[src/design/bmp_pkg.sv]
package bmp_pkg;

    localparam int PIX_W             = 8;
    localparam int BPP_W             = 4;
    localparam int ROWW_W            = 14;
    localparam int COL_W             = 14;
    localparam int DEF_MAX_ROW_WIDTH = 16384;
    localparam int Q_DEPTH           = 2;
    localparam int CFG_IDX_W         = 2;
    localparam int CFG_DATA_W        = 14;

    localparam logic [CFG_IDX_W-1:0] REG_BPP       = 2'd0;
    localparam logic [CFG_IDX_W-1:0] REG_ROW_WIDTH = 2'd1;

    localparam logic [BPP_W-1:0]  BPP_RESET  = 4'd8;
    localparam logic [ROWW_W-1:0] ROWW_RESET = 14'd1;

    typedef struct packed {
        logic [BPP_W-1:0]  bpp;
        logic [ROWW_W-1:0] row_width;
    } t_cfg;

    // one queued job for the back end: optional data byte then zero pads
    typedef struct packed {
        logic             has_byte;
        logic [PIX_W-1:0] byte_val;
        logic [1:0]       pad_cnt;
        logic             row_done;
    } t_cmd;

endpackage

[src/design/bmp_if.sv]
interface bmp_pix_if import bmp_pkg::*; ();
    logic             valid;
    logic             ready;
    logic [PIX_W-1:0] pixel_value;
    modport source (output valid, output pixel_value, input ready);
    modport sink (input valid, input pixel_value, output ready);
endinterface

interface bmp_byte_if import bmp_pkg::*; ();
    logic             valid;
    logic             ready;
    logic [PIX_W-1:0] out_byte;
    logic             row_end;
    logic             run_last;
    modport source (output valid, output out_byte, output row_end, output run_last,
                    input ready);
    modport sink (input valid, input out_byte, input row_end, input run_last,
                  output ready);
endinterface

interface bmp_cfg_if import bmp_pkg::*; ();
    logic                  valid;
    logic                  ready;
    logic [CFG_IDX_W-1:0]  index;
    logic [CFG_DATA_W-1:0] data;
    modport source (output valid, output index, output data, input ready);
    modport sink (input valid, input index, input data, output ready);
endinterface

[src/design/bmp_front.sv]
module bmp_front import bmp_pkg::*; #(
    parameter int MAX_ROW_WIDTH = DEF_MAX_ROW_WIDTH
) (
    input  logic           i_clk,
    input  logic           i_rst_n,
    bmp_pix_if.sink        s_pix,
    input  t_cfg           i_cfg,
    input  logic           i_full,
    output logic           o_push,
    output t_cmd           o_cmd
);

    localparam int MAXW_BITS = $clog2(MAX_ROW_WIDTH + 1);
    localparam int CMP_W     = (MAXW_BITS > COL_W + 1) ? MAXW_BITS : COL_W + 1;

    logic [PIX_W-1:0] r_partial, n_partial;
    logic [3:0]       r_pib, n_pib;
    logic [COL_W-1:0] r_col, n_col;
    logic [1:0]       r_mod4, n_mod4;

    logic             accept;
    logic [3:0]       bpp_eff;
    logic [3:0]       per_byte;
    logic [PIX_W-1:0] mask;
    logic [PIX_W-1:0] px;
    logic [PIX_W-1:0] shifted;
    logic [3:0]       pib_new;
    logic [COL_W:0]   next_col;
    logic [CMP_W-1:0] next_col_x;
    logic             row_done;
    logic             full;
    logic             tail;
    logic [7:0]       sh_prod;
    logic [PIX_W-1:0] aligned;
    logic [1:0]       mod_after;

    assign s_pix.ready = !i_full;
    assign accept      = s_pix.valid && s_pix.ready;

    always_comb begin
        case (i_cfg.bpp)
            4'd1: begin
                bpp_eff  = 4'd1;
                per_byte = 4'd8;
            end
            4'd2: begin
                bpp_eff  = 4'd2;
                per_byte = 4'd4;
            end
            4'd4: begin
                bpp_eff  = 4'd4;
                per_byte = 4'd2;
            end
            default: begin
                bpp_eff  = 4'd8;
                per_byte = 4'd1;
            end
        endcase
    end

    assign mask = 8'((9'd1 << bpp_eff) - 9'd1);
    assign px   = s_pix.pixel_value & mask;

    always_comb begin
        case (bpp_eff)
            4'd1:    shifted = {r_partial[6:0], px[0]};
            4'd2:    shifted = {r_partial[5:0], px[1:0]};
            4'd4:    shifted = {r_partial[3:0], px[3:0]};
            default: shifted = px;
        endcase
    end

    assign pib_new    = r_pib + 4'd1;
    assign next_col   = {1'b0, r_col} + {{COL_W{1'b0}}, 1'b1};
    assign next_col_x = CMP_W'(next_col);
    assign row_done   = (next_col_x >= CMP_W'(i_cfg.row_width))
                     || (next_col_x >= CMP_W'(MAX_ROW_WIDTH));
    assign full       = pib_new >= per_byte;
    assign tail       = !full && (pib_new != 4'd0);

    // left-align the partial byte at row end
    assign sh_prod = (per_byte - pib_new) * bpp_eff;
    assign aligned = shifted << sh_prod[2:0];

    always_comb begin
        o_cmd.has_byte = full || (row_done && tail);
        o_cmd.byte_val = full ? shifted : aligned;
        o_cmd.row_done = row_done;
        mod_after      = r_mod4 + {1'b0, o_cmd.has_byte};
        o_cmd.pad_cnt  = row_done ? (2'd0 - mod_after) : 2'd0;
    end

    assign o_push = accept && (o_cmd.has_byte || (o_cmd.pad_cnt != 2'd0));

    always_comb begin
        n_partial = r_partial;
        n_pib     = r_pib;
        n_col     = r_col;
        n_mod4    = r_mod4;
        if (accept) begin
            if (row_done) begin
                n_partial = '0;
                n_pib     = '0;
                n_col     = '0;
                n_mod4    = '0;
            end else if (full) begin
                n_partial = '0;
                n_pib     = '0;
                n_col     = next_col[COL_W-1:0];
                n_mod4    = mod_after;
            end else begin
                n_partial = shifted;
                n_pib     = pib_new;
                n_col     = next_col[COL_W-1:0];
            end
        end
    end

    always_ff @(posedge i_clk) begin
        if (!i_rst_n) begin
            r_partial <= '0;
            r_pib     <= '0;
            r_col     <= '0;
            r_mod4    <= '0;
        end else begin
            r_partial <= n_partial;
            r_pib     <= n_pib;
            r_col     <= n_col;
            r_mod4    <= n_mod4;
        end
    end

endmodule

[src/design/bmp_cmdq.sv]
module bmp_cmdq import bmp_pkg::*; (
    input  logic i_clk,
    input  logic i_rst_n,
    input  logic i_push,
    input  t_cmd i_cmd,
    input  logic i_pop,
    output logic o_full,
    output logic o_empty,
    output t_cmd o_head
);

    localparam int PTR_W = (Q_DEPTH > 1) ? $clog2(Q_DEPTH) : 1;
    localparam int CNT_W = $clog2(Q_DEPTH + 1);

    t_cmd             r_mem [Q_DEPTH];
    logic [PTR_W-1:0] r_wptr, n_wptr;
    logic [PTR_W-1:0] r_rptr, n_rptr;
    logic [CNT_W-1:0] r_cnt, n_cnt;

    assign o_full  = r_cnt == CNT_W'(Q_DEPTH);
    assign o_empty = r_cnt == '0;
    assign o_head  = r_mem[r_rptr];

    always_comb begin
        n_wptr = r_wptr;
        n_rptr = r_rptr;
        n_cnt  = r_cnt;
        if (i_push) begin
            n_wptr = (r_wptr == PTR_W'(Q_DEPTH - 1)) ? '0 : r_wptr + PTR_W'(1);
        end
        if (i_pop) begin
            n_rptr = (r_rptr == PTR_W'(Q_DEPTH - 1)) ? '0 : r_rptr + PTR_W'(1);
        end
        if (i_push && !i_pop) begin
            n_cnt = r_cnt + CNT_W'(1);
        end else if (!i_push && i_pop) begin
            n_cnt = r_cnt - CNT_W'(1);
        end
    end

    always_ff @(posedge i_clk) begin
        if (i_push) begin
            r_mem[r_wptr] <= i_cmd;
        end
    end

    always_ff @(posedge i_clk) begin
        if (!i_rst_n) begin
            r_wptr <= '0;
            r_rptr <= '0;
            r_cnt  <= '0;
        end else begin
            r_wptr <= n_wptr;
            r_rptr <= n_rptr;
            r_cnt  <= n_cnt;
        end
    end

endmodule

[src/design/bmp_back.sv]
module bmp_back import bmp_pkg::*; (
    input  logic      i_clk,
    input  logic      i_rst_n,
    input  t_cmd      i_head,
    input  logic      i_empty,
    output logic      o_pop,
    bmp_byte_if.source m_out
);

    logic [1:0]       r_idx, n_idx;
    logic             r_valid, n_valid;
    logic [PIX_W-1:0] r_byte;
    logic             r_row_end;
    logic             r_run_last;

    logic [2:0]       total;
    logic             last;
    logic             load;

    assign total = {2'b00, i_head.has_byte} + {1'b0, i_head.pad_cnt};
    assign last  = ({1'b0, r_idx} + 3'd1) == total;
    assign load  = !i_empty && (!r_valid || m_out.ready);
    assign o_pop = load && last;

    assign m_out.valid    = r_valid;
    assign m_out.out_byte = r_byte;
    assign m_out.row_end  = r_row_end;
    assign m_out.run_last = r_run_last;

    always_comb begin
        n_idx   = r_idx;
        n_valid = r_valid;
        if (load) begin
            n_idx   = last ? 2'd0 : r_idx + 2'd1;
            n_valid = 1'b1;
        end else if (m_out.ready) begin
            n_valid = 1'b0;
        end
    end

    always_ff @(posedge i_clk) begin
        if (!i_rst_n) begin
            r_idx   <= '0;
            r_valid <= 1'b0;
        end else begin
            r_idx   <= n_idx;
            r_valid <= n_valid;
        end
    end

    always_ff @(posedge i_clk) begin
        if (load) begin
            r_byte     <= ((r_idx == 2'd0) && i_head.has_byte) ? i_head.byte_val : '0;
            r_row_end  <= last && i_head.row_done;
            r_run_last <= last;
        end
    end

endmodule

[src/design/bmp_row_pixel_packer_core.sv]
// indexed pixel row packer
// i_pix takes one palette index per transfer; its low 1, 2, 4 or 8 bits are
// packed first-pixel-msb into bytes that leave on o_byte. at row end a
// partial byte goes out left-aligned and zero-filled, then zero bytes pad the
// row to a multiple of four. row_end marks the last byte of a row, run_last
// the last byte caused by one pixel. i_cfg writes bits_per_pixel (index 0)
// and row_width (index 1); it is always ready, and the user must write it
// only while idle: the block does not enforce this. a completed byte is
// held in the job queue, then in the output register that drives o_byte.
// throughput: one pixel per cycle while the job queue has room; a pixel
// yields up to four bytes, and the output register sends one byte per cycle
// while o_byte is ready, so a row end can hold i_pix as the two-entry job
// queue drains. when o_byte stalls, bytes hold in the output register and
// pixels keep flowing until the job queue fills, then i_pix.ready drops.
// reset (synchronous, active low) empties the queue and output register,
// clears the packing state and loads bits_per_pixel 8, row_width 1.
module bmp_row_pixel_packer_core import bmp_pkg::*; #(
    parameter int MAX_ROW_WIDTH = DEF_MAX_ROW_WIDTH
) (
    input  logic       i_clk,
    input  logic       i_rst_n,
    bmp_pix_if.sink    i_pix,
    bmp_cfg_if.sink    i_cfg,
    bmp_byte_if.source o_byte
);

    t_cfg r_cfg, n_cfg;
    t_cmd front_cmd;
    t_cmd head_cmd;
    logic push;
    logic pop;
    logic q_full;
    logic q_empty;

    assign i_cfg.ready = 1'b1;

    always_comb begin
        n_cfg = r_cfg;
        if (i_cfg.valid) begin
            case (i_cfg.index)
                REG_BPP:       n_cfg.bpp       = i_cfg.data[BPP_W-1:0];
                REG_ROW_WIDTH: n_cfg.row_width = i_cfg.data[ROWW_W-1:0];
                default:       n_cfg           = r_cfg;
            endcase
        end
    end

    always_ff @(posedge i_clk) begin
        if (!i_rst_n) begin
            r_cfg.bpp       <= BPP_RESET;
            r_cfg.row_width <= ROWW_RESET;
        end else begin
            r_cfg <= n_cfg;
        end
    end

    bmp_front #(
        .MAX_ROW_WIDTH (MAX_ROW_WIDTH)
    ) u_front (
        .i_clk   (i_clk),
        .i_rst_n (i_rst_n),
        .s_pix   (i_pix),
        .i_cfg   (r_cfg),
        .i_full  (q_full),
        .o_push  (push),
        .o_cmd   (front_cmd)
    );

    bmp_cmdq u_cmdq (
        .i_clk   (i_clk),
        .i_rst_n (i_rst_n),
        .i_push  (push),
        .i_cmd   (front_cmd),
        .i_pop   (pop),
        .o_full  (q_full),
        .o_empty (q_empty),
        .o_head  (head_cmd)
    );

    bmp_back u_back (
        .i_clk   (i_clk),
        .i_rst_n (i_rst_n),
        .i_head  (head_cmd),
        .i_empty (q_empty),
        .o_pop   (pop),
        .m_out   (o_byte)
    );

endmodule

[src/flat_wrapper.sv]
// flat-port wrapper written by rule: the top's interface ports become plain ports
module bmp_row_pixel_packer_core_flat import bmp_pkg::*;
#(
    parameter int MAX_ROW_WIDTH = DEF_MAX_ROW_WIDTH
)
  (i_clk, i_rst_n, i_pix_valid, i_pix_pixel_value, i_pix_ready, i_cfg_valid, i_cfg_index, i_cfg_data, i_cfg_ready, o_byte_valid, o_byte_out_byte, o_byte_row_end, o_byte_run_last, o_byte_ready);
  bmp_pix_if i_pix_i ();
  bmp_cfg_if i_cfg_i ();
  bmp_byte_if o_byte_i ();
  input  logic i_clk;
  input  logic i_rst_n;
  input wire logic [$bits(i_pix_i.valid)-1:0] i_pix_valid;
  input wire logic [$bits(i_pix_i.pixel_value)-1:0] i_pix_pixel_value;
  output wire logic [$bits(i_pix_i.ready)-1:0] i_pix_ready;
  input wire logic [$bits(i_cfg_i.valid)-1:0] i_cfg_valid;
  input wire logic [$bits(i_cfg_i.index)-1:0] i_cfg_index;
  input wire logic [$bits(i_cfg_i.data)-1:0] i_cfg_data;
  output wire logic [$bits(i_cfg_i.ready)-1:0] i_cfg_ready;
  output wire logic [$bits(o_byte_i.valid)-1:0] o_byte_valid;
  output wire logic [$bits(o_byte_i.out_byte)-1:0] o_byte_out_byte;
  output wire logic [$bits(o_byte_i.row_end)-1:0] o_byte_row_end;
  output wire logic [$bits(o_byte_i.run_last)-1:0] o_byte_run_last;
  input wire logic [$bits(o_byte_i.ready)-1:0] o_byte_ready;
  assign i_pix_i.valid = i_pix_valid;
  assign i_pix_i.pixel_value = i_pix_pixel_value;
  assign i_pix_ready = i_pix_i.ready;
  assign i_cfg_i.valid = i_cfg_valid;
  assign i_cfg_i.index = i_cfg_index;
  assign i_cfg_i.data = i_cfg_data;
  assign i_cfg_ready = i_cfg_i.ready;
  assign o_byte_valid = o_byte_i.valid;
  assign o_byte_out_byte = o_byte_i.out_byte;
  assign o_byte_row_end = o_byte_i.row_end;
  assign o_byte_run_last = o_byte_i.run_last;
  assign o_byte_i.ready = o_byte_ready;
  bmp_row_pixel_packer_core #(.MAX_ROW_WIDTH(MAX_ROW_WIDTH)) u_core (.i_clk(i_clk), .i_rst_n(i_rst_n), .i_pix(i_pix_i), .i_cfg(i_cfg_i), .o_byte(o_byte_i));
endmodule
[config.mk]
export PLATFORM = sky130hd
export DESIGN_NAME = bmp_row_pixel_packer_core_flat
export DESIGN_NICKNAME = d
export VERILOG_FILES = /design/src/design/bmp_pkg.sv /design/src/design/bmp_if.sv /design/src/design/bmp_front.sv /design/src/design/bmp_cmdq.sv /design/src/design/bmp_back.sv /design/src/design/bmp_row_pixel_packer_core.sv /design/src/flat_wrapper.sv
export SDC_FILE = /design/constraint.sdc
export NUM_CORES = 1
export LEC_CHECK = 0
export BUFFER_PORTS_ARGS = -buffer_cell sky130_fd_sc_hd__buf_4
export CORE_ASPECT_RATIO = 0.7
export CORE_MARGIN = 1
export CORE_UTILIZATION = 40
export CTS_BUF_LIST = sky130_fd_sc_hd__clkbuf_8
export CTS_CLUSTER_SIZE = 8
export DETAILED_ROUTE_END_ITERATION = 8
export PLACE_DENSITY = 0.56
export SYNTH_ARGS = -nofsm -noshare
export SYNTH_HDL_FRONTEND = slang
export SYNTH_SLANG_ARGS = --single-unit
[constraint.sdc]
create_clock -name i_clk -period 5.3 [get_ports i_clk]
set_input_delay 1.06 -clock i_clk [delete_from_list [all_inputs] [get_ports i_clk]]
set_output_delay 1.06 -clock i_clk [all_outputs]
set_load 0.005 [all_outputs]
=== Word-level counts from Yosys, hierarchy flattened ===
Memories as Yosys holds them, arrays and structs flattened. A register that Yosys moved wholly into a read port is not among the register bits.
Cells that the tools add are included.

* Register bits after elaboration: 62
* Output and inout bits: 13
* Memories: 1
* Memory bits (writable): 24
* Input port bits: 29

{| class="wikitable"
|+ Memory list
! memory !! depth !! width !! rd ports !! clocked after memory_dff !! wr ports !! RTL line !! source
|-
| u_core.u_cmdq.r_mem || 2 || 12 || 1 || 1 || 1 || bmp_cmdq.sv:15 || <nowiki>t_cmd r_mem [Q_DEPTH];</nowiki>
|}

* Shift-type cells: 2
* $add $sub $neg: 13
* Magnitude comparators: 3
* Equality and inequality tests: 9
* Reduce and logical (&&, ||, !) cells: 31
* Multipliers: 1
* Mux-type cells: 23
* Bitwise operators: 1

{| class="wikitable"
|+ Operators by type and width
! kind !! number
|-
| $pmux W4 S3 || 2
|-
| $pmux W8 S3 || 1
|-
| $add A14 B1 Y15 const B || 1
|-
| $ge A15 B14 Y1 || 1
|-
| $ge A15 B15 Y1 const B || 1
|-
| $mux W14 || 1
|-
| $mux W7 || 2
|-
| $mux W2 || 6
|-
| $logic_and A1 B1 Y1 || 10
|-
| $and A8 B8 Y8 || 1
|-
| $eq A4 B1 Y1 const B || 2
|-
| $eq A4 B2 Y1 const B || 2
|-
| $eq A4 B3 Y1 const B || 2
|-
| $mux W1 || 8
|-
| $mux W4 || 2
|-
| $mux W8 || 1
|-
| $reduce_bool A2 Y1 || 4
|-
| $shl A1 B4 Y8 const A || 1
|-
| $shl A8 B3 Y8 || 1
|-
| $sub A8 B1 Y8 const B || 1
|-
| $logic_not A1 Y1 || 6
|-
| $logic_not A2 Y1 || 3
|-
| $reduce_and A2 Y1 || 3
|-
| $mul A5 B5 Y3 || 1
|-
| other kinds (15) || 20
|}

=== Depth between registers and ports, before layout ===
* Word-level depth: 17
* Mapped depth: 24
* Gate-level depth less buffers: 22

=== By module ===
Synthesis repeated with hierarchy kept, for this count alone.

* Cell total of the unflattened synthesis: 567
* Area, all modules: 5272.6 µm²

{| class="wikitable"
|+ By module, submodules not included
! module !! seq. area each (µm²) !! times used !! area an instance (µm²) !! cells each
|-
| bmp_front || 540.5 || 1 || 2877.8 || 386
|-
| bmp_cmdq || 820.8 || 1 || 1079.8 || 59
|-
| bmp_row_pixel_packer_core || 360.3 || 1 || 735.7 || 79
|-
| bmp_back || 360.3 || 1 || 579.3 || 43
|}

=== Least setup slack after synthesis ===
OpenSTA, ideal clock, no wires.

* Path kind: reg2reg
* Start: register u_core.u_front.r_col[0]
* End: memory u_core.u_cmdq.r_mem[0][0] (netlist name), enable pin
* Slack: 0.384 ns
* Arrival: 4.519 ns
* Cell stages (with the launch flop): 21
* Library setup time: 0.396 ns
* Buffers on the path: 2
* Path through: dfxtp_1 -> ha_1 -> and3_1 -> and3_1 -> clkbuf_1 -> nand3_1 -> xnor2_1 -> ha_1 -> a21o_1 -> a21o_1 -> a21oi_1 -> o221ai_1 -> a21oi_2 -> clkbuf_1 -> o21ai_0 -> ha_1 -> xor2_1 -> nor2_1 -> nand2_1 -> a21oi_1 -> nor3_1

{| class="wikitable"
|+ RTL lines
! item !! RTL line !! source
|-
| start, declared || bmp_front.sv:18 || <nowiki>logic [COL_W-1:0] r_col, n_col;</nowiki>
|-
| start signal, assigned || bmp_front.sv:128 || <nowiki>r_col <= n_col;</nowiki>
|-
| end, declared || bmp_cmdq.sv:15 ||
|}

==> impl_metrics.json <==
{
  "fmax_mhz": 211,
  "hold_depth": 2,
  "tightestPinTransition_ns": 0.963,
  "timing.setup.tns_ns": 0,
  "r2r_setup_slack_ns": 0.57,
  "fin_skew_ns": 0.0126,
  "reg2reg_from": "u_core.u_front.r_col[0]",
  "initialDrtViolationCount": 359,
  "timing.rr.end": "u_core.u_cmdq.r_cnt[1]",
  "pwr_density_mw_per_mm2": 334,
  "cts.path.max_buffers": 2,
  "synth-seq-cells": 87,
  "timing.critical_path.cells": "ha_1 > and3_1 > and3_1 > nand3_1 > xnor2_1 > ha_1 > a21o_1 > a21o_1 > a21oi_1 > o221ai_1 > a21oi_2 > o21ai_0 > ha_1 > xor2_1 > nor2_1 > nand2_1 > a21oi_1 > nor2_1 > ha_1 > or3_1 > a21oi_1",
  "hp-start": "u_core.r_cfg[2]",
  "critPathMostFrequentCell": "sky130_fd_sc_hd__ha_1",
  "route.vias.total": 4074,
  "worst-setup-path-type": "register to register",
  "dpl_cell_area_mm2": 0.00542,
  "unique_cell_type_count_in_the_yosys_netlist": 67,
  "async_flop_share_pct": 0,
  "largest_family_of_logic_cells_by_synthesized_area": "simple AND/OR/NAND/NOR gates",
  "slew_headroom_pct": 35.6,
  "post_synth_and_or_nand_nor_area_fraction_pct": 22.7,
  "clock_insertion_delay_worst_skew_ns": 0.36,
  "timing.final.crit_period_ns": 4.73,
  "p_leak_nw": 2.17,
  "post-cts-setup-buffer-count": 0,
  "critical_path_cell_count": 21,
  "antenna_cells": 0,
  "htree_levels": 3,
  "initial_standard_cell_utilization_of_the_core_pct": 41.9,
  "pre_cts_ws_ns": 0.573,
  "critPathSlowestCell": "sky130_fd_sc_hd__dfxtp_1",
  "cts_repair_resize_count": 0,
  "final_weighted_congestion_in_routability_driven_placement": 0.867,
  "synth_warnings": 0,
  "rows": 33,
  "detail-route-antenna-nets": 0,
  "avgRoutedWirePerCell_um": 14.8,
  "via_count_of_the_first_global_routing_pass": 3596,
  "cap_violations": 0,
  "nNetsFinal": 651,
  "num_io_pins": 42,
  "synth_fa_ha_area_share_pct": 7.63,
  "die_x_um": 136,
  "nFillCells": 1129,
  "clock_tree_from_tritoncts": "built",
  "number_of_buffers_added_by_the_clock_tree_synthesis_step": 9,
  "path_delay_family": "simple AND/OR/NAND/NOR gates",
  "start_kind": "register",
  "sw_ratio_pct": 33.4,
  "timing.final.crit_share_pct": 89.3,
  "critPathLaunch": "u_core.u_front.r_col[0]",
  "clockPowerShare_pct": 23.6,
  "placeableCoreArea_mm2": 0.0120,
  "clk_pin_slew_worst_paths_ns": 0.09,
  "detailedRoute.firstPassIterationCount": 5,
  "mappedNetlistArea_mm2": 0.00502,
  "dieArea_mm2": 0.0130,
  "synth_top_area_share_pct": 21.1,
  "synth_compound_area_share_pct": 15.1,
  "finalMaxSlewViolations": 0,
  "avgSynthCellArea_um2": 8.81,
  "post_layout_worst_setup_margin_ns": 0.569,
  "post_cts_hold_buffer_count": 0,
  "number_of_port_buffers": 40,
  "synth_xor_xnor_area_share_pct": 4.86,
  "top_post_synthesis_cells_by_area": "sky130_fd_sc_hd__dfxtp_1, sky130_fd_sc_hd__edfxtp_1, sky130_fd_sc_hd__ha_1",
  "min_to": "u_core.r_cfg[2]",
  "timing.final.setup_violations": 0,
  "min-delay-path-class": "register to register",
  "internal_power_mw": 1.25,
  "number_of_antenna_violations_at_the_first_check_in_global_routing": 0,
  "syn_nets": 629,
  "grt_pass1_wl_um": 18500,
  "ys_dominant_reg_cell": "sky130_fd_sc_hd__dfxtp_1",
  "grt_remaining_overflow": 0,
  "post_synth_edffs": 34,
  "final_design_area_no_fill_mm2": 0.00560,
  "viasPerCell": 5.40,
  "dpl.hpwl_um": 7900,
  "cp_peak_stage_delay_ns": 0.45,
  "clock_sinks": 87,
  "path_buf_inv": 0,
  "netlist.top_cell.by_area": "sky130_fd_sc_hd__dfxtp_1",
  "cts.root.buffer_cell": "sky130_fd_sc_hd__clkbuf_8",
  "final-hold-violation-count": 0,
  "reg2reg_depth": 21,
  "area_growth_pct": 11.6,
  "synth-seq-area-share_pct": 41.5,
  "total_power_mw": 1.87,
  "drive_gt1_share_pct": 13.7,
  "syn-instance-count": 570,
  "die_h_um": 95.7,
  "worstSetupEndpointType": "register",
  "cp.required_ns": 5.59,
  "postRouteWirelength_um": 11200,
  "switching_power_uw": 625,
  "crit_fanout": 6,
  "worst-endpoint-arrival_ns": 5.02,
  "run_status": "finished, final reports clean",
  "groute.usage.overall_pct": 18.5,
  "detail_route.drc_violations": 0,
  "power.combinational.fraction_pct": 27.9,
  "largest_net_degree_at_the_start_of_global_routing": 42,
  "seq_power_share_pct": 48.5,
  "rsz_0062_raised_after_global_routing": "no",
  "vdd_ir_drop_max_v": 0.000196,
  "proportion_of_synthesized_area_in_mux_cells_pct": 3.49
}
==> how the worst max path moves through the flow <==
stage,end
after CTS,u_core.u_cmdq.r_mem[1][2]
after floorplan,u_core.u_cmdq.r_mem[0][0]
after global routing,u_core.u_cmdq.r_mem[1][2]
after detailed placement,u_core.u_cmdq.r_mem[1][8]
after global placement,u_core.u_cmdq.r_mem[1][3]
final,u_core.u_cmdq.r_cnt[1]
==> worst register-to-register path, stage by stage, from the launching register on <==
cell and delay (ns):
sky130_fd_sc_hd__dfxtp_1 0.45, sky130_fd_sc_hd__ha_1 0.26, sky130_fd_sc_hd__and3_1 0.21, sky130_fd_sc_hd__and3_1 0.27
sky130_fd_sc_hd__nand3_1 0.21, sky130_fd_sc_hd__xnor2_1 0.19, sky130_fd_sc_hd__ha_1 0.32, sky130_fd_sc_hd__a21o_1 0.17
sky130_fd_sc_hd__a21o_1 0.17, sky130_fd_sc_hd__a21oi_1 0.15, sky130_fd_sc_hd__o221ai_1 0.17, sky130_fd_sc_hd__a21oi_2 0.16
sky130_fd_sc_hd__o21ai_0 0.16, sky130_fd_sc_hd__ha_1 0.25, sky130_fd_sc_hd__xor2_1 0.15, sky130_fd_sc_hd__nor2_1 0.12
sky130_fd_sc_hd__nand2_1 0.10, sky130_fd_sc_hd__a21oi_1 0.25, sky130_fd_sc_hd__nor2_1 0.07, sky130_fd_sc_hd__ha_1 0.32
sky130_fd_sc_hd__or3_1 0.38, sky130_fd_sc_hd__a21oi_1 0.13
==> power groups by stage <==
stage | Combinational [mW] | Clock, mW | Sequential, mW
floorplan | 0.349 | 0 | 0.906
global placement | 0.515 | 0 | 0.921
detailed placement | 0.526 | 0 | 0.926
CTS | 0.528 | 0.460 | 0.910
global route | 0.595 | 0.486 | 0.925
finish | 0.523 | 0.442 | 0.907
==> flip-flops by register name (all words and copies together) (netlist names), named ones only <==
| register | count |
|---|---|
| u_core.u_cmdq.r_mem | 24 |
| u_core.r_cfg | 18 |
| u_core.u_front.r_col | 14 |
| u_core.u_back.m_out.out_byte | 8 |
| u_core.u_front.r_partial | 7 |
| u_core.u_front.r_pib | 4 |
| u_core.u_back.r_idx | 2 |
| u_core.u_cmdq.r_cnt | 2 |
| u_core.u_front.r_mod4 | 2 |
| u_core.u_back.m_out.row_end | 1 |
| u_core.u_back.m_out.run_last | 1 |
| u_core.u_back.m_out.valid | 1 |
| u_core.u_cmdq.r_rptr | 1 |
| u_core.u_cmdq.r_wptr | 1 |
==> per-layer routing <==
layer,GRT usage [%],up-vias,wire length [um]
met1,28.4,1863,6030
li1,-,2083,-
met4,4.81,0,99
met2,25.7,118,4440
met3,4.16,10,628
met5,0,-,0
==> cells in the mapped netlist, drive strengths merged, types with 10 or more instances <==
cell type  number
nand2          75
dfxtp          53
nor2           52
a21oi          46
edfxtp         34
ha             29
clkbuf         27
inv            25
o21ai          22
nand3          18
xor2           17
mux2i          13
nand4          13
nor3           10
xnor2          10
==> layout make-up <==
class / count / area, um^2 / area share (%)
clock buffer: 9 / 124 / 2.21
clock inverter: 7 / 61.3 / 1.09
inverter: 25 / 93.8 / 1.67
multi-input combinational: 423 / 2700 / 48.2
sequential: 87 / 2080 / 37.2
tap: 157 / 196 / 3.51
timing repair buffer: 46 / 345 / 6.16
==> stage by stage <==
step | utilization, % | instances | hold slack [ns]
6_report | 46.8 | 754 | 0.460
5_1_grt | 46.8 | 754 | 0.480
4_1_cts | 46.8 | 754 | 0.463
3_5_place_dp | 45.2 | 738 | 0.450
3_3_place_gp | 45.2 | 738 | 0.445
2_1_floorplan | - | 570 | 0.436
==> cells by family (layout without fill, tap and decap cells) <==
logic type / Yosys count / in the layout
and+or+nand+nor: 229 / 229
xor gates and xnor gates: 27 / 27
muxes: 17 / 17
buffers and inverters: 60 / 87
DFF: 87 / 87
other: 1 / 1
adders and majority gates: 30 / 30
AOI/OAI and AO/OA: 119 / 119
==> placed cells by master (no fill, tap or decap), drive strengths merged, types with 3 or more instances in the layout <==
master / n
a21o: 6
nor3b: 6
o21a: 4
a22oi: 4
nor2: 52
xor2: 17
inv: 29
ha: 29
nor4: 5
nor4b: 4
and3: 8
edfxtp: 34
nand3b: 8
dfxtp: 53
nand4: 13
buf: 46
nor2b: 5
o21ai: 22
a31o: 5
o211ai: 4
mux2i: 13
a21oi: 46
mux2: 4
o311ai: 3
or2: 3
nand2: 75
or3: 5
or4b: 3
xnor2: 10
clkbuf: 9
nor3: 10
and2: 7
a31oi: 3
nand2b: 3
nand3: 18
No activity file was read; power rests on OpenSTA's default activity.
